--- src/sv/gas_pkg.sv ---
`timescale 1ns / 1ps
// ----------------------------------------------------------------------------
// gas_pkg
// Shared types, constants and helpers of the grid path search block.
// ----------------------------------------------------------------------------
package gas_pkg;

    localparam int MAX_ROWS = 64;
    localparam int MAX_COLS = 64;
    localparam int ROW_W    = 6;
    localparam int COL_W    = 6;
    localparam int ID_W     = ROW_W + COL_W;
    localparam int CELLS    = MAX_ROWS * MAX_COLS;
    localparam int CNT_W    = ID_W + 1;
    localparam int COST_W   = 16;
    localparam int KEY_W    = COST_W + 1;
    localparam int EST_W    = 7;
    localparam int CFG_W    = 7;
    localparam int IDX_W    = 12;

    localparam logic [3:0] STEP_STRAIGHT = 4'd10;
    localparam logic [3:0] STEP_DIAG     = 4'd14;

    localparam logic [1:0] REQ_LOAD   = 2'd0;
    localparam logic [1:0] REQ_SEARCH = 2'd1;
    localparam logic [1:0] REQ_READ   = 2'd2;

    localparam logic [1:0] ST_DONE    = 2'd0;
    localparam logic [1:0] ST_FOUND   = 2'd1;
    localparam logic [1:0] ST_NO_PATH = 2'd2;
    localparam logic [1:0] ST_SAME    = 2'd3;

    localparam logic CFG_ROWS = 1'b0;
    localparam logic CFG_COLS = 1'b1;

    typedef struct packed {
        logic [KEY_W-1:0] key;
        logic [ID_W-1:0]  id;
    } heap_ent_t;

    typedef enum logic [27:0] {
        OP_MAPCLR = 28'h0000001,
        OP_IDLE   = 28'h0000002,
        OP_LOAD   = 28'h0000004,
        OP_CLR    = 28'h0000008,
        OP_CHK    = 28'h0000010,
        OP_INIT   = 28'h0000020,
        OP_POP0   = 28'h0000040,
        OP_POP1   = 28'h0000080,
        OP_POP2   = 28'h0000100,
        OP_SD0    = 28'h0000200,
        OP_SD1    = 28'h0000400,
        OP_SD2    = 28'h0000800,
        OP_SD3    = 28'h0001000,
        OP_SU0    = 28'h0002000,
        OP_SU1    = 28'h0004000,
        OP_FIXW   = 28'h0008000,
        OP_CLOSE  = 28'h0010000,
        OP_NB0    = 28'h0020000,
        OP_NB1    = 28'h0040000,
        OP_NB2    = 28'h0080000,
        OP_NEXT   = 28'h0100000,
        OP_TR0    = 28'h0200000,
        OP_TR1    = 28'h0400000,
        OP_TW0    = 28'h0800000,
        OP_TW1    = 28'h1000000,
        OP_RD0    = 28'h2000000,
        OP_RD1    = 28'h4000000,
        OP_RESP   = 28'h8000000
    } op_t;

    typedef struct packed {
        logic       in_valid;
        logic [1:0] in_type;
        logic       clr_last;
        logic       grid_ok;
        logic       start_is_goal;
        logic       heap_empty;
        logic       kid_in;
        logic       kid1_in;
        logic       x_le_ch;
        logic       moved;
        logic       at_root;
        logic       x_ge_par;
        logic       fix_from_pop;
        logic       nb_ok;
        logic       nb_skip;
        logic       nb_open;
        logic       nb_better;
        logic       nb_last;
        logic       at_goal;
        logic       tr_end;
        logic       tw_last;
        logic       out_free;
    } dp_sts_t;

    // Manhattan distance from a cell to the goal
    function automatic logic [EST_W-1:0] est_of(logic [ID_W-1:0] id,
                                                logic [ROW_W-1:0] gr,
                                                logic [COL_W-1:0] gc);
        logic [ROW_W-1:0] r;
        logic [COL_W-1:0] c;
        logic [ROW_W-1:0] dr;
        logic [COL_W-1:0] dc;
        r  = id[ID_W-1:COL_W];
        c  = id[COL_W-1:0];
        dr = (r > gr) ? r - gr : gr - r;
        dc = (c > gc) ? c - gc : gc - c;
        return EST_W'({1'b0, dr}) + EST_W'({1'b0, dc});
    endfunction

endpackage

--- src/sv/gas_ctrl.sv ---
`timescale 1ns / 1ps
// ----------------------------------------------------------------------------
// gas_ctrl
// Sequencer of the path search: map clear, load, search, trace and read.
// ----------------------------------------------------------------------------
module gas_ctrl import gas_pkg::*; (
    input  logic    aclk,
    input  logic    aresetn,
    input  dp_sts_t sts,
    output op_t     op,
    output logic    s_ready
);

    op_t op_reg;
    op_t op_next;

    always_comb begin
        op_next = op_reg;
        unique case (op_reg)
            OP_MAPCLR: if (sts.clr_last) op_next = OP_IDLE;
            OP_IDLE: begin
                if (sts.in_valid) begin
                    case (sts.in_type)
                        REQ_LOAD:   op_next = OP_LOAD;
                        REQ_SEARCH: op_next = OP_CLR;
                        REQ_READ:   op_next = OP_RD0;
                        default:    op_next = OP_RESP;
                    endcase
                end
            end
            OP_LOAD:  op_next = OP_RESP;
            OP_CLR:   if (sts.clr_last) op_next = OP_CHK;
            OP_CHK:   op_next = sts.grid_ok ? OP_INIT : OP_RESP;
            OP_INIT:  op_next = sts.start_is_goal ? OP_RESP : OP_POP0;
            OP_POP0:  op_next = OP_POP1;
            OP_POP1:  op_next = OP_POP2;
            OP_POP2:  op_next = sts.heap_empty ? OP_CLOSE : OP_SD0;
            OP_SD0: begin
                if (sts.kid_in) op_next = OP_SD1;
                else            op_next = sts.moved ? OP_FIXW : OP_SU0;
            end
            OP_SD1:   op_next = sts.kid1_in ? OP_SD2 : OP_SD3;
            OP_SD2:   op_next = OP_SD3;
            OP_SD3: begin
                if (sts.x_le_ch) op_next = sts.moved ? OP_FIXW : OP_SU0;
                else             op_next = OP_SD0;
            end
            OP_SU0:   op_next = sts.at_root ? OP_FIXW : OP_SU1;
            OP_SU1:   op_next = sts.x_ge_par ? OP_FIXW : OP_SU0;
            OP_FIXW:  op_next = sts.fix_from_pop ? OP_CLOSE : OP_NEXT;
            OP_CLOSE: op_next = sts.at_goal ? OP_TR0 : OP_NB0;
            OP_NB0:   op_next = sts.nb_ok ? OP_NB1 : OP_NEXT;
            OP_NB1:   op_next = (!sts.nb_skip && sts.nb_open) ? OP_NB2 : OP_NEXT;
            OP_NB2:   op_next = sts.nb_better ? OP_SD0 : OP_NEXT;
            OP_NEXT: begin
                if (sts.nb_last) op_next = sts.heap_empty ? OP_RESP : OP_POP0;
                else             op_next = OP_NB0;
            end
            OP_TR0:   op_next = sts.tr_end ? OP_TW0 : OP_TR1;
            OP_TR1:   op_next = OP_TR0;
            OP_TW0:   op_next = sts.tw_last ? OP_RESP : OP_TW1;
            OP_TW1:   op_next = OP_TW0;
            OP_RD0:   op_next = OP_RD1;
            OP_RD1:   op_next = OP_RESP;
            OP_RESP:  if (sts.out_free) op_next = OP_IDLE;
            default:  op_next = OP_IDLE;
        endcase
    end

    always_ff @(posedge aclk) begin
        if (!aresetn) begin
            op_reg <= OP_MAPCLR;
        end else begin
            op_reg <= op_next;
        end
    end

    assign op      = op_reg;
    assign s_ready = (op_reg == OP_IDLE);

endmodule

--- config.mk ---
export PLATFORM = sky130hd
export DESIGN_NAME = gas_ctrl
export DESIGN_NICKNAME = d
export VERILOG_FILES = /design/src/sv/gas_pkg.sv /design/src/sv/gas_ctrl.sv
export SDC_FILE = /design/constraint.sdc
export NUM_CORES = 1
export LEC_CHECK = 0
export BUFFER_PORTS_ARGS = -buffer_cell sky130_fd_sc_hd__buf_4
export CAP_MARGIN = 20
export CORE_MARGIN = 5
export CORE_UTILIZATION = 55
export DETAILED_ROUTE_END_ITERATION = 16
export PLACE_DENSITY = 0.84
export SETUP_SLACK_MARGIN = 0.2
export SYNTH_ARGS = -nofsm -noshare
export SYNTH_HDL_FRONTEND = slang
export SYNTH_SLANG_ARGS = --single-unit
--- constraint.sdc ---
create_clock -name aclk -period 4.3 [get_ports aclk]
set_input_delay 0.43 -clock aclk [delete_from_list [all_inputs] [get_ports aclk]]
set_output_delay 0.43 -clock aclk [all_outputs]
set_load 0.005 [all_outputs]
[After elaboration in Yosys (flattened, before gate mapping)]
Index checks and enable logic that the tools add are counted.
Storage, ports and cells
  bits in registers: 28
  bits of input ports: 25
  output and inout bits: 29
  logic and storage cells: 64
Cells by class
  equal/unequal tests: 34
  mux-type cells: 24
  reduce and logical (&&, ||, !) cells: 5
Operators with widths (count)
  $pmux W28 S27: 1
  $mux W28: 9
  $mux W21: 4
  $pmux W28 S3: 1
  $mux W16: 5
  $eq A28 B1 Y1 const B: 1
  $eq A28 B10 Y1 const B: 1
  $eq A28 B11 Y1 const B: 1
  $eq A28 B12 Y1 const B: 1
  $eq A28 B13 Y1 const B: 1
  $eq A28 B14 Y1 const B: 1
  $eq A28 B15 Y1 const B: 1
  $eq A28 B16 Y1 const B: 1
  $eq A28 B17 Y1 const B: 1
  $eq A28 B18 Y1 const B: 1
  $eq A28 B19 Y1 const B: 1
  $eq A28 B2 Y1 const B: 1
  $eq A28 B20 Y1 const B: 1
  $eq A28 B21 Y1 const B: 1
  $eq A28 B22 Y1 const B: 1
  $eq A28 B23 Y1 const B: 1
  $eq A28 B24 Y1 const B: 1
  $eq A28 B25 Y1 const B: 1
  $eq A28 B26 Y1 const B: 1
  21 further kinds: 24

[Longest topological paths before layout]
  depth in word-level cells: 4
  mapped depth: 8
  mapped depth without buffers: 6

[Least setup slack after synthesis]
Ideal clock, no wire load.
  path type: register to register
  start: register op_reg[18], in the netlist op[18]
  end: register op_reg[21], in the netlist op[21]
  library setup time: 0.066 ns
  arrival time: 2.110 ns
  data required time: 4.234 ns
  setup slack: 2.124 ns
  stages on the path, launching flop included: 9
  path buffers: 2
  clock period less this slack: 2.176 ns
  path through: dfxtp_1 buf_4 nor4_4 and3_4 nand4_2 or3_1 buf_2 or4b_4 a21oi_2
On the way
  longest elaborated chain between the ends: 3
  elaborated cells between the ends (all ways): 35
  classes of those cells: eq/ne (32); mux (1); reduce/logical (2)
Ends and longest elaborated chain
  from (decl): line gas_ctrl.sv:14  | op_t op_reg;
  from (signal assigned): line gas_ctrl.sv:74  | op_reg <= op_next;
  $eq A28 B27 Y1, or another cell as far along: line gas_ctrl.sv:19  | unique case (op_reg)
  $reduce_or A2 Y1 (no source line) or $ne A2 B2 Y1 (tied branches)
  $pmux W28 S27 or $reduce_and A4 Y1 (tied branches)
Parallel ways exist; a longest one is shown, timed or not.
A chain may end at the register's enable or synchronous reset.

[Worst setup path in the final report]
  start: register op_reg[14], in the netlist op[14]
  end: register op_reg[8], in the netlist op[8]
Same word-level chain as after synthesis.

==> flow_summary.ini <==
[yosys]
ys_types = 59
synth_warnings = 0
ys_async_sr_fraction_pct = 0
yosysTopAreaCell = dfxtp_1
ys_ff_latch = 28
synth_top_area_share_pct = 31.11
netlist_area_um2 = 1802
synth.net_count = 239
synthFlopType = dfxtp_1
avgSynthCellArea_um2 = 8.419
syn_inst = 214
synth_area_leaders = dfxtp_1 (31%), nand2_1 (4.0%), nor2_1 (4.0%)
synth-edff-count = 0
ys_seq_area_share_pct = 31.11

[place]
gp_congestion = 0.9084
port_buffers = 53
hpwlAfterDp_um = 3613

[cells_and_area]
final_nets = 287
drive_above_1_share_pct = 28.85
n_fill_cell = 275
area_growth_pct = 22.22
antenna_cells = 0
largest_reg_flops = 28

[grt]
grt_max_degree = 17
grt_antenna_before_repair = 0
grt_pass1_wl_um = 7610
overflow = 0
grt_pass1_vias = 1574
grt_use_total_pct = 21.67

[critical_path]
crit_path_end_kind = register
crit_type = reg -> reg
worst-r2r-cell-count = 6
cp.arrival_ns = 2.83
regToRegSetupSlack_ns = 1.66
r2r-end = op[8]
r2r-start = op[14]
cp_data_required_time_ns = 4.49
cp-start-kind = register
crit_fanout = 16

[timing]
max_slew.worst_pin.slew_ns = 0.6536
relSlewSlack_pct = 56.43
min_period_over_period_pct = 61.34
period_needed_ns = 2.637
setup_viol = 0
hold_viol_final = 0
fin_setup_tns_ns = 0
rsz0062_at_grt = false
skew_ns = 0.005261
drv_slew = 0
max_freq_mhz = 379.2

[clock_network]
clockBufferDepth = 2
insertion_delay_ns = 0.32
ctsResizeCount = 0
cts-root-buf = clkbuf_4
cts_tree = yes
clock_sinks = 28
cts_setup_buffers = 0
cts_buffers = 3
path_clk_slew_ns = 0.15
htreeDepth = 1
hold_buffers = 0

[detailed_routing]
dr.pass1.iters = 4
wirelength_um = 4717
top_layer = met4
ant_nets = 0
wl_met2_um = 2190
viasPerCell = 5.905
drt_iter0_markers = 138
vias = 1795
met3_length_um = 316
drc = 0
avgRoutedWirePerCell_um = 15.52
wl_met1_um = 2176

[die]
coreArea_um2 = 3103
die-area_um2 = 4521
start_util_pct = 58.06
fp-row-count = 20
fp.dieW_um = 67.24
die_h_um = 67.24
io_pins = 54

[hold_path]
min_path_type = in -> reg
hold_depth = 2
hold_end = op[22]
hp-start = sts[2]

[power]
total_power_uw = 535.5
vdd_drop_max_uv = 183.6
p_leak_uw = 0.0008649
power.density_nw_per_um2 = 243.2

[status]
outcome = finished, final reports clean

[flow_run]
max_cap_violations = 0
per-layer routing:
metal | up-vias | global-route usage (%)
li1 | 901 | -
met5 | - | 0
met4 | 0 | 4.810
met1 | 821 | 29.93
met3 | 4 | 2.829
met2 | 69 | 35.83
synth_stat cells (all sizes together) (5+ instances only):
master,count
nand2b,6
nand3,6
nor4b,7
inv,7
buf,8
or4,6
nand2,19
nor3,13
o21ai,12
nor2,20
dfxtp,28
nand3b,5
xor2,6
a21oi,8
nor4,10
or3,5
worst max-delay path: stages (launching register included):
cell and delay [ns]:
dfxtp_1 0.40, or4_4 0.57, nor2_4 0.18, nand3_1 0.25, a21oi_1 0.37, nand2b_1 0.58, nor4bb_1 0.15
final cells by class:
type,count,area [µm²],area share [%]
well taps,44,55.05,2.500
inverters,7,26.28,1.193
repair buffers,53,397.9,18.07
clock buffers,3,22.52,1.023
multi-input cells,169,1140,51.76
flip-flops and latches,28,560.5,25.45
where the power goes:
| group | switching (µW) | internal, µW |
|---|---|---|
| combinational | 82.0 | 67.2 |
| sequential | 13.5 | 266 |
| clock | 74.4 | 32.8 |
| total | 170 | 366 |
cells by family (layout without fill, tap and decap cells):
logic type             Yosys count  in the layout  synth area share [%]
AND/OR/NAND/NOR                121            121                 43.96
XOR/XNOR                         8              8                 3.889
buffers and inverters           17             63                 5.625
AO/OA/AOI/OAI                   40             40                 15.42
flip-flops                      28             28                 31.11
placed cells by master (no fill, tap or decap), types with 2 or more instances in the layout:
cell,netlist,routed
nor4b_1,6,6
nor4_4,2,2
nor3_1,12,12
buf_4,3,53
dfxtp_1,28,28
o21ai_0,12,12
or4_4,2,2
nor4bb_1,3,3
xnor2_1,2,2
o21a_1,2,2
nor2b_1,3,3
nand2_1,19,19
nand3b_1,5,5
nand3_1,5,5
a31oi_1,3,3
nor2_1,19,19
o22a_1,2,2
xor2_1,6,6
or3_1,5,5
or4b_1,2,2
nor4_1,7,7
nand4_1,3,3
nand2b_1,5,5
nand4b_1,2,2
a21oi_1,7,7
nor3b_1,4,4
clkbuf_4,0,3
inv_1,7,7
or4_1,4,4
worst max-delay path by stage:
stage | from | endpoint | slack, ns | depth (start not counted)
global route | op[14] | op[8] | 1.37 | 6
floorplan | op[18] | op[21] | 2.12 | 8
finish | op[14] | op[8] | 1.66 | 6
CTS | op[14] | op[8] | 1.63 | 6
global placement | op[14] | op[20] | 1.78 | 6
detailed placement | op[14] | op[8] | 1.70 | 6
stage by stage:
| step | area, µm² | std cells | setup slack [ns] | hold slack [ns] | util [%] |
|---|---|---|---|---|---|
| global route | 2202 | 304 | 1.368 | 0.2283 | 70.97 |
| global placement | 2180 | 301 | 1.780 | 0.5268 | 70.24 |
| CTS | 2202 | 304 | 1.631 | 0.2416 | 70.97 |
| detailed placement | 2180 | 301 | 1.699 | 0.5191 | 70.24 |
| floorplan | 1802 | 214 | 2.124 | 0.4965 | - |
| finish | 2202 | 304 | 1.663 | 0.2539 | 70.97 |
No activity file was read; power rests on OpenSTA's default activity.
